$ cat src/rtl/mfa_pkg.sv
// shared types and constants of the mixed fraction unit
package mfa_pkg;

    localparam int WHOLE_OUT_BITS = 34;
    localparam int FRAC_BITS      = 33;

    localparam logic [1:0] FUNC_ADD = 2'd0;
    localparam logic [1:0] FUNC_SUB = 2'd1;
    localparam logic [1:0] FUNC_MUL = 2'd2;
    localparam logic [1:0] FUNC_DIV = 2'd3;

    typedef enum logic [2:0] {
        MS_PA,
        MS_PB,
        MS_X,
        MS_Y,
        MS_Z
    } t_msel;

    typedef enum logic [1:0] {
        DS_MAIN,
        DS_NUM,
        DS_DEN
    } t_dsel;

    typedef struct packed {
        logic  load;
        logic  mul_en;
        t_msel msel;
        logic  sign_en;
        logic  div_start;
        t_dsel dsel;
        logic  main_save;
        logic  gcd_step;
        logic  num_save;
        logic  den_save;
        logic  out_load;
    } t_cmd;

    typedef struct packed {
        logic den_zero;
        logic div_zero;
        logic rem_zero;
        logic div_done;
        logic gcd_done;
        logic out_free;
    } t_status;

endpackage

$ cat src/rtl/mixed_fraction_alu.sv
// top level: exact add, subtract, multiply and divide of two mixed fractions
// the divider runs for the quotient, then after the binary gcd steps for the reduced
// numerator and denominator; a remainder of zero skips the gcd and the last two runs
// one item at a time: the next item is taken at the earliest in the cycle after the result loads
// a zero denominator or a zero divisor skips the divider; a stalled result holds off the input
// synchronous active-low reset clears the state machine, divider count and output valid
module mixed_fraction_alu #(
    parameter int OPERAND_BITS = 12
) (
    input  logic                                      i_clk,
    input  logic                                      i_rst_n,
    input  logic                                      i_valid,
    output logic                                      o_stall,
    input  logic signed [OPERAND_BITS-1:0]            i_whole_a,
    input  logic        [OPERAND_BITS-2:0]            i_num_a,
    input  logic        [OPERAND_BITS-2:0]            i_den_a,
    input  logic        [1:0]                         i_func,
    input  logic signed [OPERAND_BITS-1:0]            i_whole_b,
    input  logic        [OPERAND_BITS-2:0]            i_num_b,
    input  logic        [OPERAND_BITS-2:0]            i_den_b,
    output logic                                      o_valid,
    input  logic                                      i_stall,
    output logic signed [mfa_pkg::WHOLE_OUT_BITS-1:0] o_whole_out,
    output logic        [mfa_pkg::FRAC_BITS-1:0]      o_frac_num,
    output logic        [mfa_pkg::FRAC_BITS-1:0]      o_frac_den,
    output logic                                      o_negative,
    output logic                                      o_div_by_zero
);

    mfa_pkg::t_cmd    cmd;
    mfa_pkg::t_status status;

    mfa_ctrl u_ctrl (
        .i_clk    (i_clk),
        .i_rst_n  (i_rst_n),
        .i_valid  (i_valid),
        .i_status (status),
        .o_cmd    (cmd),
        .o_busy   (o_stall)
    );

    mfa_dp #(
        .OPERAND_BITS (OPERAND_BITS)
    ) u_dp (
        .i_clk         (i_clk),
        .i_rst_n       (i_rst_n),
        .i_cmd         (cmd),
        .o_status      (status),
        .i_whole_a     (i_whole_a),
        .i_num_a       (i_num_a),
        .i_den_a       (i_den_a),
        .i_func        (i_func),
        .i_whole_b     (i_whole_b),
        .i_num_b       (i_num_b),
        .i_den_b       (i_den_b),
        .i_stall       (i_stall),
        .o_valid       (o_valid),
        .o_whole_out   (o_whole_out),
        .o_frac_num    (o_frac_num),
        .o_frac_den    (o_frac_den),
        .o_negative    (o_negative),
        .o_div_by_zero (o_div_by_zero)
    );

endmodule

$ cat src/rtl/mfa_ctrl.sv
// sequencing state machine of the mixed fraction unit
module mfa_ctrl (
    input  logic            i_clk,
    input  logic            i_rst_n,
    input  logic            i_valid,
    input  mfa_pkg::t_status i_status,
    output mfa_pkg::t_cmd    o_cmd,
    output logic            o_busy
);

    typedef enum logic [14:0] {
        S_IDLE = 15'h0001,
        S_PA   = 15'h0002,
        S_PB   = 15'h0004,
        S_MX   = 15'h0008,
        S_MY   = 15'h0010,
        S_MZ   = 15'h0020,
        S_SIGN = 15'h0040,
        S_LD1  = 15'h0080,
        S_DV1  = 15'h0100,
        S_GCD  = 15'h0200,
        S_LD2  = 15'h0400,
        S_DV2  = 15'h0800,
        S_LD3  = 15'h1000,
        S_DV3  = 15'h2000,
        S_FIN  = 15'h4000
    } t_state;

    t_state r_state;
    t_state n_state;

    always_ff @(posedge i_clk) begin
        if (!i_rst_n) begin
            r_state <= S_IDLE;
        end else begin
            r_state <= n_state;
        end
    end

    always_comb begin
        n_state = r_state;
        o_cmd   = '0;
        case (r_state)
            S_IDLE: begin
                if (i_valid) begin
                    o_cmd.load = 1'b1;
                    n_state    = i_status.den_zero ? S_FIN : S_PA;
                end
            end
            S_PA: begin
                o_cmd.mul_en = 1'b1;
                o_cmd.msel   = mfa_pkg::MS_PA;
                n_state      = S_PB;
            end
            S_PB: begin
                o_cmd.mul_en = 1'b1;
                o_cmd.msel   = mfa_pkg::MS_PB;
                n_state      = S_MX;
            end
            S_MX: begin
                o_cmd.mul_en = 1'b1;
                o_cmd.msel   = mfa_pkg::MS_X;
                n_state      = S_MY;
            end
            S_MY: begin
                o_cmd.mul_en = 1'b1;
                o_cmd.msel   = mfa_pkg::MS_Y;
                n_state      = S_MZ;
            end
            S_MZ: begin
                o_cmd.mul_en = 1'b1;
                o_cmd.msel   = mfa_pkg::MS_Z;
                n_state      = S_SIGN;
            end
            S_SIGN: begin
                o_cmd.sign_en = 1'b1;
                n_state       = i_status.div_zero ? S_FIN : S_LD1;
            end
            S_LD1: begin
                o_cmd.div_start = 1'b1;
                o_cmd.dsel      = mfa_pkg::DS_MAIN;
                n_state         = S_DV1;
            end
            S_DV1: begin
                if (i_status.div_done) begin
                    o_cmd.main_save = 1'b1;
                    n_state         = i_status.rem_zero ? S_FIN : S_GCD;
                end
            end
            S_GCD: begin
                o_cmd.gcd_step = 1'b1;
                if (i_status.gcd_done) begin
                    n_state = S_LD2;
                end
            end
            S_LD2: begin
                o_cmd.div_start = 1'b1;
                o_cmd.dsel      = mfa_pkg::DS_NUM;
                n_state         = S_DV2;
            end
            S_DV2: begin
                if (i_status.div_done) begin
                    o_cmd.num_save = 1'b1;
                    n_state        = S_LD3;
                end
            end
            S_LD3: begin
                o_cmd.div_start = 1'b1;
                o_cmd.dsel      = mfa_pkg::DS_DEN;
                n_state         = S_DV3;
            end
            S_DV3: begin
                if (i_status.div_done) begin
                    o_cmd.den_save = 1'b1;
                    n_state        = S_FIN;
                end
            end
            S_FIN: begin
                if (i_status.out_free) begin
                    o_cmd.out_load = 1'b1;
                    n_state        = S_IDLE;
                end
            end
            default: begin
                n_state = S_IDLE;
            end
        endcase
    end

    assign o_busy = (r_state != S_IDLE);

endmodule

$ cat src/rtl/mfa_dp.sv
// datapath: shared multiplier, bit-serial divider, binary gcd and result register
module mfa_dp #(
    parameter int OPERAND_BITS = 12
) (
    input  logic                                      i_clk,
    input  logic                                      i_rst_n,
    input  mfa_pkg::t_cmd                              i_cmd,
    output mfa_pkg::t_status                           o_status,
    input  logic signed [OPERAND_BITS-1:0]            i_whole_a,
    input  logic        [OPERAND_BITS-2:0]            i_num_a,
    input  logic        [OPERAND_BITS-2:0]            i_den_a,
    input  logic        [1:0]                         i_func,
    input  logic signed [OPERAND_BITS-1:0]            i_whole_b,
    input  logic        [OPERAND_BITS-2:0]            i_num_b,
    input  logic        [OPERAND_BITS-2:0]            i_den_b,
    input  logic                                      i_stall,
    output logic                                      o_valid,
    output logic signed [mfa_pkg::WHOLE_OUT_BITS-1:0] o_whole_out,
    output logic        [mfa_pkg::FRAC_BITS-1:0]      o_frac_num,
    output logic        [mfa_pkg::FRAC_BITS-1:0]      o_frac_den,
    output logic                                      o_negative,
    output logic                                      o_div_by_zero
);

    localparam int W  = OPERAND_BITS;
    localparam int FW = W - 1;
    localparam int MW = 2 * W;
    localparam int PW = 4 * W;
    localparam int CW = $clog2(PW + 1);

    logic signed [W-1:0]  r_wa;
    logic        [FW-1:0] r_na;
    logic        [FW-1:0] r_da;
    logic signed [W-1:0]  r_wb;
    logic        [FW-1:0] r_nb;
    logic        [FW-1:0] r_db;
    logic        [1:0]    r_func;

    logic signed [MW-1:0] r_pa;
    logic signed [MW-1:0] r_pb;
    logic signed [PW-1:0] r_x;
    logic signed [PW-1:0] r_y;
    logic signed [PW-1:0] r_z;

    logic        [PW-1:0] r_mag;
    logic        [PW-1:0] r_q;
    logic                 r_neg;
    logic                 r_err;

    logic        [PW-1:0] r_dvd;
    logic        [PW-1:0] r_dvs;
    logic        [PW-1:0] r_drem;
    logic        [CW-1:0] r_cnt;

    logic        [PW-1:0] r_whole;
    logic        [PW-1:0] r_r;
    logic        [PW-1:0] r_fn;
    logic        [PW-1:0] r_fd;
    logic        [PW-1:0] r_u;
    logic        [PW-1:0] r_v;
    logic        [CW-1:0] r_k;

    logic                 r_ovalid;

    logic signed [MW-1:0] m_a;
    logic signed [MW-1:0] m_b;
    logic signed [PW-1:0] prod;
    logic signed [MW-1:0] frac_adj;

    logic signed [PW-1:0] p_val;
    logic        [PW-1:0] q_val;
    logic                 div_zero;

    logic        [PW:0]   d_t;
    logic        [PW:0]   d_sub;
    logic                 d_ge;
    logic        [PW-1:0] ld_dvd;
    logic        [PW-1:0] ld_dvs;

    logic        [PW-1:0] gcd_val;
    logic        [PW-1:0] n_u;
    logic        [PW-1:0] n_v;
    logic        [CW-1:0] n_k;

    logic        [63:0]   whole_ext;
    logic        [63:0]   whole_sgn;
    logic        [63:0]   fn_ext;
    logic        [63:0]   fd_ext;

    // operand select for the shared multiplier
    always_comb begin
        m_a      = r_pa;
        m_b      = r_pb;
        frac_adj = '0;
        case (i_cmd.msel)
            mfa_pkg::MS_PA: begin
                m_a      = MW'(r_wa);
                m_b      = MW'({1'b0, r_da});
                frac_adj = r_wa[W-1] ? -MW'({1'b0, r_na}) : MW'({1'b0, r_na});
            end
            mfa_pkg::MS_PB: begin
                m_a      = MW'(r_wb);
                m_b      = MW'({1'b0, r_db});
                frac_adj = r_wb[W-1] ? -MW'({1'b0, r_nb}) : MW'({1'b0, r_nb});
            end
            mfa_pkg::MS_X: begin
                m_a = r_pa;
                m_b = (r_func == mfa_pkg::FUNC_MUL) ? r_pb : MW'({1'b0, r_db});
            end
            mfa_pkg::MS_Y: begin
                m_a = r_pb;
                m_b = MW'({1'b0, r_da});
            end
            mfa_pkg::MS_Z: begin
                m_a = MW'({1'b0, r_da});
                m_b = MW'({1'b0, r_db});
            end
            default: begin
                m_a = r_pa;
                m_b = r_pb;
            end
        endcase
    end

    assign prod = m_a * m_b;

    // combine products into signed numerator and positive denominator
    always_comb begin
        q_val = PW'(r_z);
        case (r_func)
            mfa_pkg::FUNC_ADD: p_val = r_x + r_y;
            mfa_pkg::FUNC_SUB: p_val = r_x - r_y;
            mfa_pkg::FUNC_MUL: p_val = r_x;
            mfa_pkg::FUNC_DIV: begin
                p_val = r_y[PW-1] ? -r_x : r_x;
                q_val = r_y[PW-1] ? PW'(-r_y) : PW'(r_y);
            end
            default: p_val = r_x;
        endcase
    end

    assign div_zero = (r_func == mfa_pkg::FUNC_DIV) && (r_pb == '0);

    // restoring divider, one quotient bit a cycle
    assign d_t   = {r_drem, r_dvd[PW-1]};
    assign d_sub = d_t - {1'b0, r_dvs};
    assign d_ge  = (d_t >= {1'b0, r_dvs});

    always_comb begin
        ld_dvd = r_mag;
        ld_dvs = r_q;
        case (i_cmd.dsel)
            mfa_pkg::DS_MAIN: begin
                ld_dvd = r_mag;
                ld_dvs = r_q;
            end
            mfa_pkg::DS_NUM: begin
                ld_dvd = r_r;
                ld_dvs = gcd_val;
            end
            mfa_pkg::DS_DEN: begin
                ld_dvd = r_q;
                ld_dvs = gcd_val;
            end
            default: begin
                ld_dvd = r_mag;
                ld_dvs = r_q;
            end
        endcase
    end

    // binary gcd step
    assign gcd_val = (r_u | r_v) << r_k;

    always_comb begin
        n_u = r_u;
        n_v = r_v;
        n_k = r_k;
        if (!r_u[0] && !r_v[0]) begin
            n_u = r_u >> 1;
            n_v = r_v >> 1;
            n_k = r_k + CW'(1);
        end else if (!r_u[0]) begin
            n_u = r_u >> 1;
        end else if (!r_v[0]) begin
            n_v = r_v >> 1;
        end else if (r_u >= r_v) begin
            n_u = r_u - r_v;
        end else begin
            n_v = r_v - r_u;
        end
    end

    always_ff @(posedge i_clk) begin
        if (i_cmd.load) begin
            r_wa   <= i_whole_a;
            r_na   <= i_num_a;
            r_da   <= i_den_a;
            r_wb   <= i_whole_b;
            r_nb   <= i_num_b;
            r_db   <= i_den_b;
            r_func <= i_func;
            r_err  <= o_status.den_zero;
            r_neg  <= 1'b0;
        end
        if (i_cmd.mul_en) begin
            case (i_cmd.msel)
                mfa_pkg::MS_PA: r_pa <= MW'(prod) + frac_adj;
                mfa_pkg::MS_PB: r_pb <= MW'(prod) + frac_adj;
                mfa_pkg::MS_X:  r_x  <= prod;
                mfa_pkg::MS_Y:  r_y  <= prod;
                mfa_pkg::MS_Z:  r_z  <= prod;
                default:        r_z  <= prod;
            endcase
        end
        if (i_cmd.sign_en) begin
            r_err <= div_zero;
            r_neg <= p_val[PW-1] && !div_zero;
            r_mag <= p_val[PW-1] ? PW'(-p_val) : PW'(p_val);
            r_q   <= q_val;
        end
        if (i_cmd.div_start) begin
            r_dvd  <= ld_dvd;
            r_dvs  <= ld_dvs;
            r_drem <= '0;
        end else if (r_cnt != '0) begin
            r_drem <= d_ge ? d_sub[PW-1:0] : d_t[PW-1:0];
            r_dvd  <= {r_dvd[PW-2:0], d_ge};
        end
        if (i_cmd.main_save) begin
            r_whole <= r_dvd;
            r_r     <= r_drem;
            r_fn    <= '0;
            r_fd    <= PW'(1);
            r_u     <= r_drem;
            r_v     <= r_q;
            r_k     <= '0;
        end else if (i_cmd.gcd_step && !o_status.gcd_done) begin
            r_u <= n_u;
            r_v <= n_v;
            r_k <= n_k;
        end
        if (i_cmd.num_save) begin
            r_fn <= r_dvd;
        end
        if (i_cmd.den_save) begin
            r_fd <= r_dvd;
        end
        if (i_cmd.out_load) begin
            o_whole_out   <= r_err ? '0 : whole_sgn[mfa_pkg::WHOLE_OUT_BITS-1:0];
            o_frac_num    <= r_err ? '0 : fn_ext[mfa_pkg::FRAC_BITS-1:0];
            o_frac_den    <= r_err ? '0 : fd_ext[mfa_pkg::FRAC_BITS-1:0];
            o_negative    <= r_err ? 1'b0 : r_neg;
            o_div_by_zero <= r_err;
        end
    end

    always_ff @(posedge i_clk) begin
        if (!i_rst_n) begin
            r_cnt    <= '0;
            r_ovalid <= 1'b0;
        end else begin
            if (i_cmd.div_start) begin
                r_cnt <= CW'(PW);
            end else if (r_cnt != '0) begin
                r_cnt <= r_cnt - CW'(1);
            end
            if (i_cmd.out_load) begin
                r_ovalid <= 1'b1;
            end else if (!i_stall) begin
                r_ovalid <= 1'b0;
            end
        end
    end

    assign whole_ext = 64'(r_whole);
    assign whole_sgn = r_neg ? (64'd0 - whole_ext) : whole_ext;
    assign fn_ext    = 64'(r_fn);
    assign fd_ext    = 64'(r_fd);

    assign o_status.den_zero = (i_den_a == '0) || (i_den_b == '0);
    assign o_status.div_zero = div_zero;
    assign o_status.rem_zero = (r_drem == '0);
    assign o_status.div_done = (r_cnt == '0);
    assign o_status.gcd_done = (r_u == '0) || (r_v == '0);
    assign o_status.out_free = !r_ovalid || !i_stall;

    assign o_valid = r_ovalid;

endmodule

$ cat config.mk
export PLATFORM = sky130hd
export DESIGN_NAME = mixed_fraction_alu
export DESIGN_NICKNAME = d
export VERILOG_FILES = /design/src/rtl/mfa_pkg.sv /design/src/rtl/mixed_fraction_alu.sv /design/src/rtl/mfa_ctrl.sv /design/src/rtl/mfa_dp.sv
export SDC_FILE = /design/constraint.sdc
export NUM_CORES = 2
export LEC_CHECK = 0
export ABC_CLOCK_PERIOD_IN_PS = 40200
export BUFFER_PORTS_ARGS = -buffer_cell sky130_fd_sc_hd__buf_4
export CORE_UTILIZATION = 40
export CTS_CLUSTER_DIAMETER = 50
export CTS_CLUSTER_SIZE = 28
export DETAILED_ROUTE_END_ITERATION = 10
export PLACE_DENSITY_LB_ADDON = 0.25
export SYNTH_ARGS = -nofsm -noshare
export SYNTH_HDL_FRONTEND = slang
export SYNTH_SLANG_ARGS = --single-unit
export TNS_END_PERCENT = 30
$ cat constraint.sdc
create_clock -name i_clk -period 40.2 [get_ports i_clk]
set_input_delay 8.04 -clock i_clk [delete_from_list [all_inputs] [get_ports i_clk]]
set_output_delay 8.04 -clock i_clk [all_outputs]
set_load 0.005 [all_outputs]
# Word level (Yosys, flattened, before mapping)
# Cells that the tools add are included.
[word_totals]
ff_bits = 878
input_bits = 74
output_inout_bits = 104
word_cells = 201
[op_classes]
addsub = 14
mul = 1
magnitude_cmp = 2
eq_ne = 35
shift = 1
n_mux = 63
bitwise_logic = 3
reduce_logical = 44
[ops]
columns = ["cell", "count"]
rows = [
  ["$mux 48", 19],
  ["$pmux 15 s15", 1],
  ["$pmux 48 s4", 1],
  ["$sub 48x48->48", 4],
  ["$logic_not 48->1", 3],
  ["$neg 48->48", 3],
  ["$mux 15", 9],
  ["$mux 33", 4],
  ["$pmux 24 s4", 1],
  ["$pmux 48 s2", 1],
  ["$mux 24", 3],
  ["$pmux 24 s3", 1],
  ["$ge 49x48->1", 1],
  ["$add 48x48->48", 1],
  ["$ge 48x48->1", 1],
  ["$mul 24x24->48", 1],
  ["$neg 11->24", 2],
  ["$or 48x48->48", 1],
  ["$pmux 24 s2", 1],
  ["$shl 48x6->48", 1],
  ["$mux 47", 1],
  ["$mux 34", 1],
  ["$sub 1x34->34 const A", 1],
  ["$add 24x24->24", 1],
  ["other kinds (47)", 100],
]

# Logic depth before layout (Yosys ltp)
[depth]
depth_word = 7
mapped_depth = 47
mapped_depth_nobuf = 44

# By module
# A second synthesis with hierarchy kept.
[unflattened]
hier_cells = 8042
area_unflattened_um2 = 76485.9
[by_module_without_submodules]
columns = ["module", "instances", "cells_per_inst", "area_each_um2", "seq_area_each_um2"]
rows = [
  ["mfa_dp", 1, 7894, 75326.0, 25304.3],
  ["mfa_ctrl", 1, 148, 1159.9, 300.3],
]

# Least setup slack after synthesis
# OpenSTA, ideal clock, no wires.
[synth_path]
kind = "reg2reg"
start = "reg u_ctrl.r_state[4]"
end = "reg u_dp.r_pa[22], data pin"
setup_ns = 0.266
t_arrival_ns = 14.183
t_required_ns = 39.934
slack_ns = 25.751
path_stages_with_launch = 40
path_buffers = 2
period_less_slack_ns = 14.449
path_cell_list = "dfxtp_1 -> or4_1 -> or4_1 -> nor3_1 -> nand2_1 -> nor3b_1 -> o21ai_0 -> nand2_1 -> clkbuf_1 -> a22oi_1 -> nand2_1 -> clkbuf_1 -> nand2_1 -> fa_1 -> inv_1 -> fa_1 -> inv_1 -> fa_1 -> [4 not listed] -> fa_1 -> fa_1 -> inv_1 -> ha_1 -> a2111oi_0 -> o21ai_0 -> a41oi_1 -> nand2b_1 -> nand2b_1 -> a21oi_1 -> xnor2_1 -> ha_1 -> or3_1 -> o21ai_0 -> nor3_1 -> a2111oi_0 -> a21oi_1 -> xor2_1"
[synth_between]
elab_chain_len = 7
elab_cells_between_ends = 18
classes_between = "add/sub (1); mul (1); eq/ne (9); mux (4); reduce/logical (3)"
[synth_rtl]
columns = ["element", "line_no", "text"]
rows = [
  ["from (decl)", "mfa_ctrl.sv:29", "t_state r_state;"],
  ["from (signal assigned)", "mfa_ctrl.sv:36", "r_state <= n_state;"],
  ["$eq 15x6->1, or another cell as far along", "mfa_ctrl.sv:43", "case (r_state)"],
  ["$pmux 4 s5 (*)", "mfa_ctrl.sv:43", ""],
  ["$eq 3x3->1, or another cell as far along", "mfa_dp.sv:95", "case (i_cmd.msel)"],
  ["$reduce_or 2->1 (no source line)", "n/a", ""],
  ["$pmux 24 s3", "mfa_dp.sv:95", ""],
  ["$mul 24x24->48 (*)", "mfa_dp.sv:125", "assign prod = m_a * m_b;"],
  ["net u_dp.prod[15]", "mfa_dp.sv:67", "logic signed [PW-1:0] prod;"],
  ["$add 24x24->24 (*)", "mfa_dp.sv:208", "mfa_pkg::MS_PA: r_pa <= MW'(prod) + frac_adj;"],
  ["to (signal assigned)", "mfa_dp.sv:208", ""],
  ["to (decl)", "mfa_dp.sv:39", "logic signed [MW-1:0] r_pa;"],
]
# The timed path passes the listed nets; every way through them passes the cells marked *.
# A chain may end at the register's enable or synchronous reset.

# Worst setup path in the final report
# Same ends and word-level chain as after synthesis.

==> results.toml <==
[yosys]
async_flop_share = 0
synth_top_family_by_area = "adder cells"
seq_area_frac_synth = 0.3393
synth_cell_types = 90
synth_edf_count = 802
synthCells = 7902
synth_area_um2 = 75470
synth_xor_area_frac = 0.05315
yosysWarnings = 0
synth-compound-area-share = 0.1423
synth_area_per_cell_um2 = 9.551
synth-simple-area-share = 0.1489
muxShareOfSynthArea = 0.01979
synth_fa_ha_area_frac = 0.2300
ys_seq_elements = 878
ys.flop_type = "edfxtp_1"
syn-num-nets = 8996

[global_route]
overflow = 0
grt_usage = 0.2774
grt_pass1_vias = 58676
grt_use_met1 = 0.3866
grt_max_degree = 92
busiest_layer = "met2"
grt_pass1_wl_um = 394100
gr-usage-met2 = 0.4173
grtUsageMet3 = 0.05330
antenna_found_initial = 11

[sta]
tightest_slew_ns = 1.179
fin_setup_tns_ns = 0
fin_crit_ns = 12.88
slew_headroom = 0.2065
final.setup_skew_ns = 0.06813
hold_viol_final = 0
fmax_ghz = 0.07765
rsz0062_at_grt = "no"
whs_ns = 0.4604
setup_viol = 0
timing.final.crit_share = 0.3204
finalWorstSetupSlack_ns = 27.32
slew_violations = 0

[job]
drv_cap = 0

[floorplanning]
design.core.area_um2 = 187600
die-area_um2 = 190400
start_util = 0.4023
die_w_um = 436.4
ioPinCount = 178
dieHeight_um = 436.4
num_rows = 159

[critical_path]
critical_path_class = "register to register"
crit_slowest_cell = "a2111oi_0"
arrival_ns = 13.35
worstSetupEndpointType = "register"
critical_path.startpoint_type = "register"
r2r_slack_ns = 27.32
cpLargestDelayFamily = "adder cells"
crit_path_max_incr_delay_ns = 0.72
critPathBufInv = 8
worstReg2RegEnd = "u_dp.r_pa[22]$_DFFE_PP_"
regToRegStartpoint = "u_ctrl.r_state[4]$_SDFFE_PN0P_"
crit_path_max_fanout = 39
cp.required_ns = 40.67
rr_worst_depth = 39

[drt]
drt_pass1_iterations = 7
drtAntennaViolNets = 0
viasPerCell = 5.791
detail_route.iter0.violations = 6399
wire_per_inst_um = 25.74
drc_errors = 0
vias = 60833
wirelength_um = 270400

[clock_network]
clock_latency_ns = 0.75
numCtsBuffers = 92
cts-hold-fix-buffers = 0
htree_levels = 3
ctsResizeCount = 0
post_cts_buffers = 0
clockBufferDepth = 3
cts_tree = "built"
cts_root_buf = "clkbuf_16"
clk_pin_slew_ns = 0.08
cts_num_sinks = 878

[final_layout]
layout_common_cells = "929 x inv_1, 880 x nand2_1, 802 x edfxtp_1"
layout_commonest_cell = "inv_1"
nets = 9009
drive_gt1_frac = 0.07807
syn_to_final_growth_pct = 10.01

[hold_path]
hold_depth = 0
whs_endpoint = "u_dp.r_whole[33]$_DFFE_PP_"
min_path_type = "register to register"
hp-start = "u_dp.r_dvd[33]$_DFFE_PP_"

[place]
hpwl_um = 206000
port_buffers = 177
gp_congestion = 0.9674
post-place-ws_ns = 27.67

[status]
status = "completed"
cells in the mapped netlist (all sizes together) (75+ instances only):
cell type    n  share of area
clkbuf     360          0.018
edfxtp     802           0.32
dfxtp       76          0.020
o31ai      140          0.014
o21ai      328          0.022
nor3       108         0.0072
and2        75         0.0062
nand2      883          0.044
xnor2      254          0.029
nor2b      111         0.0092
xor2       204          0.024
nor4        95         0.0079
fa         612           0.16
nor2       792          0.039
ha         408          0.068
a21o        75         0.0075
nand3       80         0.0053
inv        933          0.046
a21oi      472          0.031
a221oi     126          0.015
worst register-to-register path: cells and delay by family, from the launching register on:
family          cells  cell delay, ns
flops               1            0.34
fa+ha+maj           9            3.94
compound gates      8            2.75
buf+inv             8            1.15
simple gates       12            3.95
xor+xnor            2            0.47
cell families (layout without fill, tap and decap cells):
family | after synthesis | count (layout)
xor+xnor | 458 | 458
mux | 99 | 99
flops | 878 | 878
buf+inv | 1335 | 1426
fa+ha+maj | 1020 | 1020
compound gates | 1645 | 1645
simple gates | 2467 | 2467
other cells | 0 | 16
area by class of cell:
type / instances / area (µm²)
clock buffer: 96 / 2338
clock inverter: 76 / 998.5
sequential: 878 / 25610
timing repair buffer: 312 / 2342
multi-input combinational: 5689 / 45040
tap: 2495 / 3122
antenna: 16 / 40.04
inverter: 942 / 3541
fill: 18005 / 104600
worst max path at each step:
stage	from	end	slack [ns]	depth (start not counted)
2_1_floorplan	u_ctrl.r_state[4]$_SDFFE_PN0P_	u_dp.r_pa[22]$_DFFE_PP_	25.75	39
3_5_place_dp	u_ctrl.r_state[4]$_SDFFE_PN0P_	u_dp.r_pa[22]$_DFFE_PP_	27.67	39
4_1_cts	u_ctrl.r_state[4]$_SDFFE_PN0P_	u_dp.r_pa[22]$_DFFE_PP_	27.61	39
3_3_place_gp	u_ctrl.r_state[4]$_SDFFE_PN0P_	u_dp.r_pa[22]$_DFFE_PP_	28.02	39
5_1_grt	u_ctrl.r_state[4]$_SDFFE_PN0P_	u_dp.r_pa[22]$_DFFE_PP_	26.46	39
6_report	u_ctrl.r_state[4]$_SDFFE_PN0P_	u_dp.r_pa[22]$_DFFE_PP_	27.32	39
sequential cells by signal (all words and copies together) (netlist names), 15 cells and up:
name	flops
u_dp.r_fd	33
u_dp.o_whole_out	34
u_dp.o_frac_den	33
u_dp.r_y	48
u_dp.r_dvs	48
u_dp.r_dvd	48
u_ctrl.r_state	15
u_dp.r_u	48
u_dp.r_pa	24
u_dp.r_r	48
u_dp.r_drem	48
u_dp.r_whole	34
u_dp.r_pb	24
u_dp.r_q	48
u_dp.o_frac_num	33
u_dp.r_v	48
u_dp.r_mag	48
u_dp.r_fn	33
u_dp.r_z	48
u_dp.r_x	48
routing by layer:
metal | vias up | wire (µm)
li1 | 27273 | -
met1 | 30266 | 115600
met2 | 2802 | 117500
met3 | 484 | 24590
met4 | 8 | 12670
met5 | - | 48
metrics by stage:
step           instance area, µm²    util  instances
2_1_floorplan               75470       -       7902
3_3_place_gp                79650  0.4246      10316
3_5_place_dp                79650  0.4246      10316
4_1_cts                     82980  0.4423      10488
5_1_grt                     82980  0.4423      10488
6_report                    83020  0.4426      10504
Power is left out: the tool's default activity adds up to more than one toggle a clock period on the data nets, which glitch-free logic cannot reach.
